--- src/rtl/lkhc_pkg.sv ---
// lkhc_pkg: shared types, widths and register codes of the keyed handle cache
// no dependencies; imported by every module of the block

package lkhc_pkg;

	// field widths
	localparam int KEY_W    = 64;
	localparam int HANDLE_W = 64;
	localparam int LEN_W    = 31;
	localparam int SLOT_W   = 4;

	// default sizing
	localparam int ENTRIES_DEF    = 16;
	localparam int COUNT_BITS_DEF = 16;

	// stream payload widths, padded to whole bytes
	localparam int IN_TDATA_W  = 160;
	localparam int OUT_TDATA_W = 104;

	// configuration port
	localparam int CFG_IDX_W  = 8;
	localparam int CFG_DATA_W = 64;

	localparam logic [CFG_IDX_W-1:0] REG_BUILTIN_A = CFG_IDX_W'(0);
	localparam logic [CFG_IDX_W-1:0] REG_BUILTIN_B = CFG_IDX_W'(1);

	localparam logic [KEY_W-1:0] BUILTIN_A_RST = KEY_W'(1);
	localparam logic [KEY_W-1:0] BUILTIN_B_RST = KEY_W'(2);

	// one stored entry apart from its use count
	typedef struct packed {
		logic [LEN_W-1:0]    length;
		logic [HANDLE_W-1:0] handle;
		logic [KEY_W-1:0]    key;
	} entry_t;

	// request beat after unpacking
	typedef struct packed {
		logic                fill_failed;
		logic [LEN_W-1:0]    fill_length;
		logic [HANDLE_W-1:0] fill_handle;
		logic [KEY_W-1:0]    key;
	} req_t;

	// result beat before packing
	typedef struct packed {
		logic                failed;
		logic [LEN_W-1:0]    length_out;
		logic [HANDLE_W-1:0] handle;
		logic [SLOT_W-1:0]   slot;
		logic                builtin;
		logic                hit;
	} rsp_t;

	// sequencer states
	typedef enum logic [4:0] {
		ST_IDLE   = 5'b00001,
		ST_CHECK  = 5'b00010,
		ST_READ   = 5'b00100,
		ST_CMP    = 5'b01000,
		ST_UPDATE = 5'b10000
	} state_t;

endpackage

--- src/rtl/lfu_keyed_handle_cache.sv ---
// lfu_keyed_handle_cache: top level of the keyed handle cache
// depends on lkhc_pkg, lkhc_store and lkhc_ctrl
//
// A fully associative cache of ENTRIES image handles with least-frequently-used
// replacement. Each request beat is taken only when the block is idle; its key is
// first checked against the two built-in keys (result registered in the check
// state, cache untouched), otherwise the entries are scanned in index order through
// one registered memory read port and a single comparator, a read and a compare
// state per entry. A hit ends the scan at its entry; a miss scans every entry and
// replaces the lowest-count entry, lowest index on a tie. The next request is taken
// in the cycle after the result is loaded, even while that result still waits for
// m_tready. Entries start empty with key 0 and need no clearing pass. Configuration
// writes are always accepted and must be issued only while no request is in flight.

module lfu_keyed_handle_cache #(
	parameter int ENTRIES    = lkhc_pkg::ENTRIES_DEF,
	parameter int COUNT_BITS = lkhc_pkg::COUNT_BITS_DEF
) (
	input  logic                                 clk,
	input  logic                                 arst_n,
	// configuration write channel
	input  logic                                 cfg_valid,
	output logic                                 cfg_ready,
	input  logic [lkhc_pkg::CFG_IDX_W-1:0]       cfg_index,
	input  logic [lkhc_pkg::CFG_DATA_W-1:0]      cfg_data,
	// request stream
	input  logic                                 s_tvalid,
	output logic                                 s_tready,
	// key[63:0], fill_handle[127:64], fill_length[158:128], fill_failed[159]
	input  logic [lkhc_pkg::IN_TDATA_W-1:0]      s_tdata,
	// result stream
	output logic                                 m_tvalid,
	input  logic                                 m_tready,
	// hit[0], builtin[1], slot[5:2], handle[69:6], length_out[100:70],
	// failed[101], zero[103:102]
	output logic [lkhc_pkg::OUT_TDATA_W-1:0]     m_tdata
);
	import lkhc_pkg::*;

	localparam int IDX_W = $clog2(ENTRIES);

	req_t                  req;
	rsp_t                  rsp;
	logic [IDX_W-1:0]      rd_addr;
	entry_t                rd_entry;
	logic [COUNT_BITS-1:0] rd_count;
	logic                  wr_en;
	logic [IDX_W-1:0]      wr_addr;
	entry_t                wr_entry;
	logic [COUNT_BITS-1:0] wr_count;

	// configuration writes never stall
	assign cfg_ready = 1'b1;

	// beat unpacking and packing
	assign req     = req_t'(s_tdata[$bits(req_t)-1:0]);
	assign m_tdata = OUT_TDATA_W'(rsp);

	lkhc_ctrl #(
		.ENTRIES    (ENTRIES),
		.COUNT_BITS (COUNT_BITS)
	) u_ctrl (
		.clk       (clk),
		.arst_n    (arst_n),
		.cfg_we    (cfg_valid && cfg_ready),
		.cfg_idx   (cfg_index),
		.cfg_wdata (cfg_data),
		.req_valid (s_tvalid),
		.req_ready (s_tready),
		.req       (req),
		.rsp_valid (m_tvalid),
		.rsp_ready (m_tready),
		.rsp       (rsp),
		.rd_addr   (rd_addr),
		.rd_entry  (rd_entry),
		.rd_count  (rd_count),
		.wr_en     (wr_en),
		.wr_addr   (wr_addr),
		.wr_entry  (wr_entry),
		.wr_count  (wr_count)
	);

	lkhc_store #(
		.ENTRIES    (ENTRIES),
		.COUNT_BITS (COUNT_BITS)
	) u_store (
		.clk      (clk),
		.arst_n   (arst_n),
		.rd_addr  (rd_addr),
		.rd_entry (rd_entry),
		.rd_count (rd_count),
		.wr_en    (wr_en),
		.wr_addr  (wr_addr),
		.wr_entry (wr_entry),
		.wr_count (wr_count)
	);

endmodule

--- src/rtl/lkhc_store.sv ---
// lkhc_store: entry memories with one registered read port and one write port
// depends on lkhc_pkg; entries not yet written read back as all zero

module lkhc_store #(
	parameter int ENTRIES    = lkhc_pkg::ENTRIES_DEF,
	parameter int COUNT_BITS = lkhc_pkg::COUNT_BITS_DEF
) (
	input  logic                       clk,
	input  logic                       arst_n,
	input  logic [$clog2(ENTRIES)-1:0] rd_addr,
	output lkhc_pkg::entry_t           rd_entry,
	output logic [COUNT_BITS-1:0]      rd_count,
	input  logic                       wr_en,
	input  logic [$clog2(ENTRIES)-1:0] wr_addr,
	input  lkhc_pkg::entry_t           wr_entry,
	input  logic [COUNT_BITS-1:0]      wr_count
);
	import lkhc_pkg::*;

	entry_t                entry_mem [ENTRIES];
	logic [COUNT_BITS-1:0] count_mem [ENTRIES];
	logic [ENTRIES-1:0]    valid_q;

	entry_t                rd_entry_q;
	logic [COUNT_BITS-1:0] rd_count_q;
	logic                  rd_valid_q;

	// memory write and registered read
	always_ff @(posedge clk) begin
		if (wr_en) begin
			entry_mem[wr_addr] <= wr_entry;
			count_mem[wr_addr] <= wr_count;
		end
		rd_entry_q <= entry_mem[rd_addr];
		rd_count_q <= count_mem[rd_addr];
		rd_valid_q <= valid_q[rd_addr];
	end

	// written marks, cleared at reset
	always_ff @(posedge clk or negedge arst_n) begin
		if (!arst_n) begin
			valid_q <= '0;
		end else if (wr_en) begin
			valid_q[wr_addr] <= 1'b1;
		end
	end

	// unwritten entries look like reset entries
	assign rd_entry = rd_valid_q ? rd_entry_q : '0;
	assign rd_count = rd_valid_q ? rd_count_q : '0;

endmodule

--- src/rtl/lkhc_ctrl.sv ---
// lkhc_ctrl: built-in key registers, scan sequencer with one shared comparator,
// and the result register; depends on lkhc_pkg and drives lkhc_store

module lkhc_ctrl #(
	parameter int ENTRIES    = lkhc_pkg::ENTRIES_DEF,
	parameter int COUNT_BITS = lkhc_pkg::COUNT_BITS_DEF
) (
	input  logic                                clk,
	input  logic                                arst_n,
	// configuration writes
	input  logic                                cfg_we,
	input  logic [lkhc_pkg::CFG_IDX_W-1:0]      cfg_idx,
	input  logic [lkhc_pkg::CFG_DATA_W-1:0]     cfg_wdata,
	// request side
	input  logic                                req_valid,
	output logic                                req_ready,
	input  lkhc_pkg::req_t                      req,
	// result side
	output logic                                rsp_valid,
	input  logic                                rsp_ready,
	output lkhc_pkg::rsp_t                      rsp,
	// entry store
	output logic [$clog2(ENTRIES)-1:0]          rd_addr,
	input  lkhc_pkg::entry_t                    rd_entry,
	input  logic [COUNT_BITS-1:0]               rd_count,
	output logic                                wr_en,
	output logic [$clog2(ENTRIES)-1:0]          wr_addr,
	output lkhc_pkg::entry_t                    wr_entry,
	output logic [COUNT_BITS-1:0]               wr_count
);
	import lkhc_pkg::*;

	localparam int IDX_W = $clog2(ENTRIES);
	localparam logic [IDX_W-1:0]      LAST_IDX  = IDX_W'(ENTRIES - 1);
	localparam logic [COUNT_BITS-1:0] COUNT_MAX = '1;
	localparam logic [COUNT_BITS-1:0] COUNT_ONE = COUNT_BITS'(1);
	localparam rsp_t RSP_BUILTIN = '{failed: 1'b0, length_out: '0, handle: '0, slot: '0,
		builtin: 1'b1, hit: 1'b0};

	state_t                state_q;
	logic [KEY_W-1:0]      builtin_a_q;
	logic [KEY_W-1:0]      builtin_b_q;
	req_t                  req_q;
	logic [IDX_W-1:0]      idx_q;
	logic [IDX_W-1:0]      victim_q;
	logic [COUNT_BITS-1:0] min_q;
	logic                  hit_q;
	entry_t                hit_entry_q;
	logic [COUNT_BITS-1:0] hit_count_q;
	logic                  rsp_valid_q;
	rsp_t                  rsp_q;

	logic                  out_free;
	logic                  rsp_load;
	logic                  is_builtin;
	logic                  key_match;
	logic                  new_min;
	logic [COUNT_BITS-1:0] hit_count_next;

	assign out_free  = !rsp_valid_q || rsp_ready;
	assign req_ready = (state_q == ST_IDLE);
	assign rsp_valid = rsp_valid_q;
	assign rsp       = rsp_q;
	assign rd_addr   = idx_q;

	// built-in key compare against both key registers in parallel
	assign is_builtin = (req_q.key == builtin_a_q) || (req_q.key == builtin_b_q);

	// result register loads on a built-in bypass or at the end of the update
	assign rsp_load = out_free
		&& (((state_q == ST_CHECK) && is_builtin) || (state_q == ST_UPDATE));

	// shared compare unit: key match and minimum search
	assign key_match = (rd_entry.key == req_q.key);
	assign new_min   = (idx_q == '0) || (rd_count < min_q);

	// saturating use count
	assign hit_count_next = (hit_count_q == COUNT_MAX) ? hit_count_q
		: hit_count_q + COUNT_ONE;

	// entry write on update
	always_comb begin
		wr_en    = (state_q == ST_UPDATE) && out_free;
		wr_addr  = victim_q;
		wr_entry = '0;
		wr_entry.key = req_q.key;
		if (hit_q) begin
			wr_entry.handle = hit_entry_q.handle;
			wr_entry.length = hit_entry_q.length;
			wr_count        = hit_count_next;
		end else begin
			wr_entry.handle = req_q.fill_handle;
			wr_entry.length = req_q.fill_length;
			wr_count        = COUNT_ONE;
		end
	end

	// built-in key registers
	always_ff @(posedge clk or negedge arst_n) begin
		if (!arst_n) begin
			builtin_a_q <= BUILTIN_A_RST;
			builtin_b_q <= BUILTIN_B_RST;
		end else if (cfg_we) begin
			if (cfg_idx == REG_BUILTIN_A) begin
				builtin_a_q <= cfg_wdata;
			end
			if (cfg_idx == REG_BUILTIN_B) begin
				builtin_b_q <= cfg_wdata;
			end
		end
	end

	// result valid
	always_ff @(posedge clk or negedge arst_n) begin
		if (!arst_n) begin
			rsp_valid_q <= 1'b0;
		end else if (rsp_load) begin
			rsp_valid_q <= 1'b1;
		end else if (rsp_valid_q && rsp_ready) begin
			rsp_valid_q <= 1'b0;
		end
	end

	// sequencer
	always_ff @(posedge clk or negedge arst_n) begin
		if (!arst_n) begin
			state_q <= ST_IDLE;
		end else begin
			unique case (state_q)
				ST_IDLE: begin
					if (req_valid) begin
						state_q <= ST_CHECK;
					end
				end
				ST_CHECK: begin
					if (!is_builtin) begin
						state_q <= ST_READ;
					end else if (out_free) begin
						state_q <= ST_IDLE;
					end
				end
				ST_READ: begin
					state_q <= ST_CMP;
				end
				ST_CMP: begin
					if (key_match || idx_q == LAST_IDX) begin
						state_q <= ST_UPDATE;
					end else begin
						state_q <= ST_READ;
					end
				end
				ST_UPDATE: begin
					if (out_free) begin
						state_q <= ST_IDLE;
					end
				end
				default: begin
					state_q <= ST_IDLE;
				end
			endcase
		end
	end

	// datapath registers
	always_ff @(posedge clk) begin
		unique case (state_q)
			ST_IDLE: begin
				if (req_valid) begin
					req_q <= req;
				end
				idx_q <= '0;
				hit_q <= 1'b0;
			end
			ST_CHECK: begin
				if (is_builtin && out_free) begin
					rsp_q <= RSP_BUILTIN;
				end
			end
			ST_READ: begin
			end
			ST_CMP: begin
				if (key_match) begin
					hit_q       <= 1'b1;
					victim_q    <= idx_q;
					hit_entry_q <= rd_entry;
					hit_count_q <= rd_count;
				end else begin
					if (new_min) begin
						min_q    <= rd_count;
						victim_q <= idx_q;
					end
					if (idx_q != LAST_IDX) begin
						idx_q <= idx_q + IDX_W'(1);
					end
				end
			end
			ST_UPDATE: begin
				if (out_free) begin
					rsp_q.hit     <= hit_q;
					rsp_q.builtin <= 1'b0;
					rsp_q.slot    <= SLOT_W'(victim_q);
					if (hit_q) begin
						rsp_q.handle     <= hit_entry_q.handle;
						rsp_q.length_out <= hit_entry_q.length;
						rsp_q.failed     <= 1'b0;
					end else begin
						rsp_q.handle     <= req_q.fill_handle;
						rsp_q.length_out <= req_q.fill_length;
						rsp_q.failed     <= req_q.fill_failed;
					end
				end
			end
			default: begin
			end
		endcase
	end

endmodule

--- config.mk ---
export PLATFORM = sky130hd
export DESIGN_NAME = lfu_keyed_handle_cache
export DESIGN_NICKNAME = d
export VERILOG_FILES = /design/src/rtl/lkhc_pkg.sv /design/src/rtl/lfu_keyed_handle_cache.sv /design/src/rtl/lkhc_store.sv /design/src/rtl/lkhc_ctrl.sv
export SDC_FILE = /design/constraint.sdc
export NUM_CORES = 2
export LEC_CHECK = 0
export BUFFER_PORTS_ARGS = -buffer_cell sky130_fd_sc_hd__buf_4
export CORE_MARGIN = 2
export CORE_UTILIZATION = 56
export DETAILED_ROUTE_END_ITERATION = 10
export PLACE_DENSITY = 0.73
export SLEW_MARGIN = 20
export SYNTH_ARGS = -nofsm -noshare
export SYNTH_HDL_FRONTEND = slang
export SYNTH_SLANG_ARGS = --single-unit
--- constraint.sdc ---
create_clock -name clk -period 16.6 [get_ports clk]
set_input_delay 2.49 -clock clk [delete_from_list [all_inputs] [get_ports clk]]
set_output_delay 2.49 -clock clk [all_outputs]
set_load 0.005 [all_outputs]
# Word-level counts from Yosys, hierarchy flattened
# Memories as Yosys holds them, arrays and structs flattened. A register that Yosys moved wholly into a read port is not among the register bits.
# Index checks and enable logic that the tools add are counted.
# classes
n_addsub	2
n_lt_le_gt_ge	4
n_eq_ne	18
n_mux	29
bitwise_logic	2
n_reduce_logical	27
# ops
operator	n
two-way mux 102 bit	2
case mux 102 bit (2 select lines)	1
equality test 64 bit	3
two-way mux 96 bit	1
two-way mux 95 bit	1
two-way mux 64 bit	1
two-way mux 16 bit	3
case mux 5 bit (5 select lines)	1
two-way mux 5 bit	4
adder 16 x 1 -> 16 bit (second input constant)	1
equality test 16 bit (second input constant)	1
less-than comparator 16 bit	1
two-way mux 4 bit	4
OR 16 bit	1
AND reduction 2 bit	6
less-than comparator 4 x 5 -> 1 bit (second input constant)	2
AND reduction 3 bit	3
equality test 8 x 1 -> 1 bit (second input constant)	1
zero test 8 bit	1
case mux 4 bit (2 select lines)	1
nonzero test 2 bit	4
two-way mux 1 bit	7
logical AND 1 bit	6
!= test 2 x 1 -> 1 bit (second input constant)	3
17 further kinds	23
# word_totals
ff_bits	549
ramBits	2800
in_bits	237
output_inout_bits	107
wordCells	107
n_memories	2
# memory_table
name	words	word_bits	read_ports	rd_ports_with_merged_regs	write_ports	line_no	source
u_store.entry_mem	16	159	1	1	1	lkhc_store.sv:20	entry_t entry_mem [ENTRIES];
u_store.count_mem	16	16	1	1	1	lkhc_store.sv:21	logic [COUNT_BITS-1:0] count_mem [ENTRIES];

# Depth between registers and ports, before layout
# depth
depth_word	6
mapped_depth	14
mapped_depth_nobuf	8

# Hierarchy
# A second synthesis with hierarchy kept.
# unflattened
hier_cells	6317
hier_area_um2	132806.1
# by_module_without_submodules
mod	instances	cells_per_inst	area_per_inst_um2	seq_area_each_um2
lkhc_store	1	4922	110502.2	88004.4
lkhc_ctrl	1	1390	22273.9	15308.4
lfu_keyed_handle_cache	1	5	30.0	0.0

# Worst setup path before layout
# Ideal clock, no wire load.
# synth_path
path_kind	input -> register
from	input m_tready
to	register u_store.valid_q[0]
setup_ns	0.141
arrival_time_ns	15.785
required_ns	16.459
setup_slack_ns	0.674
stages	5
path_buffers	0
cell_sequence	nor2b_1 -> nor2_1 -> nand3_1 -> nor3_1 -> or2_2
# synth_between
elab_chain_len	2
# synth_lines
element	line_no	source
start, declared	lfu_keyed_handle_cache.sv:33	input logic m_tready,
logical OR 1 bit	lkhc_ctrl.sv:60	assign out_free = !rsp_valid_q || rsp_ready;
logical AND 1 bit	lkhc_ctrl.sv:83	wr_en = (state_q == ST_UPDATE) && out_free;
end signal, assigned	lkhc_store.sv:42	valid_q <= '0;
end signal, assigned by index	lkhc_store.sv:44	valid_q[wr_addr] <= 1'b1;
end, declared	lkhc_store.sv:22	logic [ENTRIES-1:0] valid_q;
# Every way passes these cells.
# A chain may end at the register's enable or synchronous reset.

# Worst setup path in the final report
# layout_path
from	register u_store.rd_valid_q
to	register u_ctrl.hit_entry_q[96] (netlist bit), enable pin
# layout_between
elab_chain_len	3
# layout_lines
element	line_no	source
start, declared	lkhc_store.sv:26	logic rd_valid_q;
start signal, assigned	lkhc_store.sv:36	rd_valid_q <= valid_q[rd_addr];
two-way mux 64 bit	lkhc_store.sv:49	assign rd_entry = rd_valid_q ? rd_entry_q : '0;
equality test 64 bit	lkhc_ctrl.sv:74	assign key_match = (rd_entry.key == req_q.key);
AND reduction 2 bit (no source line)	-	
end signal, assigned	lkhc_ctrl.sv:185	hit_entry_q <= rd_entry;
end, declared	lkhc_ctrl.sv:48	entry_t hit_entry_q;
# Every way passes these cells.

==> run_results.csv <==
group,metric,value,unit
status,run_status,"finished with violations",
status,failed_checks,"antenna violations",
worst_setup_path,endpoint_kind,"register",
global_route,grt.overflow.total,0,
finish,final_core_util,0.6393,
timing,tightest_slew,1188,ps
logic_synthesis,ys_warn_count,0,
cts,cts_hold_buf,0,
placed_design,place_area,138700,um^2
finish,syn_to_final_growth,13.72,%
global_route,grt_pass1_vias,62580,
finish,drive_above_1_share,0.3259,
finish,nFillCells,14880,
route,drt-initial-drc-count,8342,
cts,insertion_delay,980,ps
route,antenna_left,1,
route,drc_errors,0,
cts,cts_resized,0,
run,drv_cap,0,
floorplanning,start_util,0.5622,
worst_setup_path,r2r-start,"u_store.rd_valid_q$_DFF_P_",
finish,nets,6528,
worst_hold_path,hp-class,"register to register",
route,via_per_inst,6.421,
timing,finalSetupTns,0,ps
logic_synthesis,ys_seq_area_frac,0.7821,
worst_hold_path,hp-start,"u_store.rd_entry_q[158]$_DFF_P_",
logic_synthesis,netlist_instances,5726,
timing,setup_ws,10820,ps
cts,ctsRootBufferMaster,"clkbuf_16",
power,ir_worst_vdd,152.0,uV
floorplanning,die_area,239800,um^2
route,drt-total-wl,308700,um
finish,fin_area,150200,um^2
logic_synthesis,postSynthAreaPerCell,23.07,um^2
finish,final_cell_mix,"edfxtp_1, mux4_2, buf_4, clkbuf_16, mux2_2",
power,finalPower,23780,uW
power,p_per_area,158.3,nW/um^2
floorplanning,dieHeight,489.7,um
placed_design,place_ws,10120,ps
worst_setup_path,critPathArrivalTime,6290,ps
placed_design,globalplace.congestion,0.8394,
cts,post_cts_buffers,0,
power,cellLeakagePower,0.04874,uW
timing,slew_headroom,0.2080,
logic_synthesis,synth-seq-cells,3524,
worst_hold_path,holdPathStages,1,
floorplanning,die_w,489.7,um
timing,hold_viol,0,
cts,cts.sinks,3524,
worst_setup_path,cp_slowest_cell,"buf_4",
timing,drv_slew,0,
worst_setup_path,crit_start,"u_store.rd_valid_q$_DFF_P_",
global_route,grt_max_degree,147,
logic_synthesis,syn_area,132100,um^2
worst_setup_path,critPathRequiredTime,17110,ps
worst_setup_path,crit_chain,"buf_4, nand4b_1, o22ai_1, a21oi_1, nor4_1, nand4_1, nor4b_4, and2_4, buf_4",
global_route,track_usage,0.2586,
cts,path_clk_slew,60,ps
finish,ff_latch_area,103300,um^2
timing,skew,104.3,ps
worst_setup_path,cp_max_fo,61,
finish,multi_input_area,27710,um^2
worst_setup_path,reg2reg_depth,9,
cts,cts_buffers,355,
floorplanning,core,235000,um^2
placed_design,dp_hpwl,167000,um
timing,finalSetupViolCount,0,
route,drt-pass1-iter-count,6,
placed_design,numPortBuffers,340,
worst_hold_path,hold_end,"u_ctrl.hit_entry_q[158]$_SDFFCE_PN0P_",
cts,cts_tree,"built",
cts,clock_path_buffers,4,
route,wire_per_inst,31.78,um
global_route,grt_pass1_wl,444600,um
worst_setup_path,start_kind,"register",
timing,rsz0062_at_grt,"no",
cts,cts-htree-levels,5,
worst_setup_path,crit_type,"register to register",
timing,fmax,173.0,MHz
worst_setup_path,crit_top_cell,"buf_4",
global_route,antenna_found_initial,11,
floorplanning,pin_count,344,
finish,layout_commonest_cell,"edfxtp_1",
logic_synthesis,ys_types,67,
logic_synthesis,synthFlopType,"edfxtp_1",
floorplanning,num_rows,178,
timing,finalCriticalPeriod,5781,ps
worst_setup_path,r2r_end,"u_ctrl.hit_entry_q[96]$_SDFFCE_PN0P_",
route,via_count,62360,
timing,period_share,0.3483,
logic_synthesis,synth_edf_count,3198,
worst_setup_path,cpPeakStageDelay,970,ps
logic_synthesis,async_flop_share,0.04257,
worst_setup_path,ff2ff_setup_slack,10820,ps
-- flip-flops by register name (all words and copies together), names as in the netlist, 16 cells and up --
name	flops
u_store.entry_mem	2544
u_store.count_mem	256
u_store.rd_entry_q	159
u_ctrl.rsp	102
u_ctrl.req_q	96
u_ctrl.hit_entry_q	95
u_ctrl.builtin_a_q	64
u_ctrl.builtin_b_q	64
u_ctrl.wr_entry	64
u_ctrl.hit_count_q	16
u_ctrl.min_q	16
u_store.rd_count_q	16
u_store.valid_q	16
-- logic make-up after synthesis --
family / after synthesis / synth area share
adders and majority gates: 18 / 0.001705
buffers and inverters: 324 / 0.009434
xor gates and xnor gates: 163 / 0.01081
AOI/OAI and AO/OA: 123 / 0.005977
DFF: 3524 / 0.7821
muxes: 1105 / 0.1692
and+or+nand+nor: 467 / 0.02070
other: 2 / 0.00005685
-- critical path: cells and delay by family (launching register included) --
family | cells | cell delay, ps
AND/OR/NAND/NOR | 5 | 2430
flip-flops | 1 | 810
AO/OA/AOI/OAI | 2 | 270
buffers and inverters | 2 | 1740
-- final cells by class --
type                       instances  area share
tap                             3150     0.02624
clock buffer                     473     0.06526
multi-input combinational       1879      0.1844
antenna                           10   0.0001666
timing repair buffer             470     0.02436
clock inverter                   163     0.01060
inverter                          43    0.001124
sequential                      3524      0.6878
-- layer usage --
layer / global-route usage / wire [um] / up-vias / share of wire
met1: 0.3923 / 125500 / 33520 / 0.41
met2: 0.3966 / 147000 / 3488 / 0.48
met3: 0.04759 / 29650 / 441 / 0.096
li1: - / - / 24910 / -
met5: 0 / 27 / - / 0.000087
met4: 0.06338 / 6438 / 4 / 0.021
-- power breakdown --
| group | internal [uW] | total, uW | switching, uW |
|---|---|---|---|
| Clock | 4600 | 7840 | 3230 |
| Combinational | 2340 | 5040 | 2700 |
| Sequential | 10600 | 10900 | 325 |
| Total | 17500 | 23800 | 6250 |
-- how the worst max path moves through the flow --
stage | endpoint | cells after the start | slack [ps]
global placement | u_store.entry_mem[4][131]$_DFFE_PP_ | 7 | 10210
global route | u_ctrl.hit_entry_q[96]$_SDFFCE_PN0P_ | 9 | 10610
detailed placement | u_store.entry_mem[4][139]$_DFFE_PP_ | 7 | 10120
CTS | u_ctrl.hit_entry_q[96]$_SDFFCE_PN0P_ | 9 | 10850
floorplan | u_store.valid_q[0]$_DFFE_PN0P_ | 5 | 670
finish | u_ctrl.hit_entry_q[96]$_SDFFCE_PN0P_ | 9 | 10820
-- metrics by stage --
step | hold slack [ps] | cells
2_1_floorplan | 424.4 | 5727
3_3_place_gp | 442.1 | 9065
3_5_place_dp | 449.3 | 9065
4_1_cts | 464.4 | 9701
5_1_grt | 463.1 | 9705
6_report | 460.5 | 9712
-- synthesized netlist by cell type (all sizes together) (30+ instances only) --
cell | number | area, um^2
edfxtp | 3198 | 96030
mux4 | 880 | 19820
mux2 | 223 | 2511
clkbuf | 216 | 812.0
dfxtp | 176 | 3523
dfrtp | 147 | 3679
xnor2 | 141 | 1235
and2 | 117 | 732.0
nor2b | 99 | 619.3
nor2 | 68 | 255.2
buf | 65 | 272.8
inv | 42 | 157.7
nand4 | 42 | 262.8
nand3 | 30 | 150.1
No activity file was read; power rests on OpenSTA's default activity.
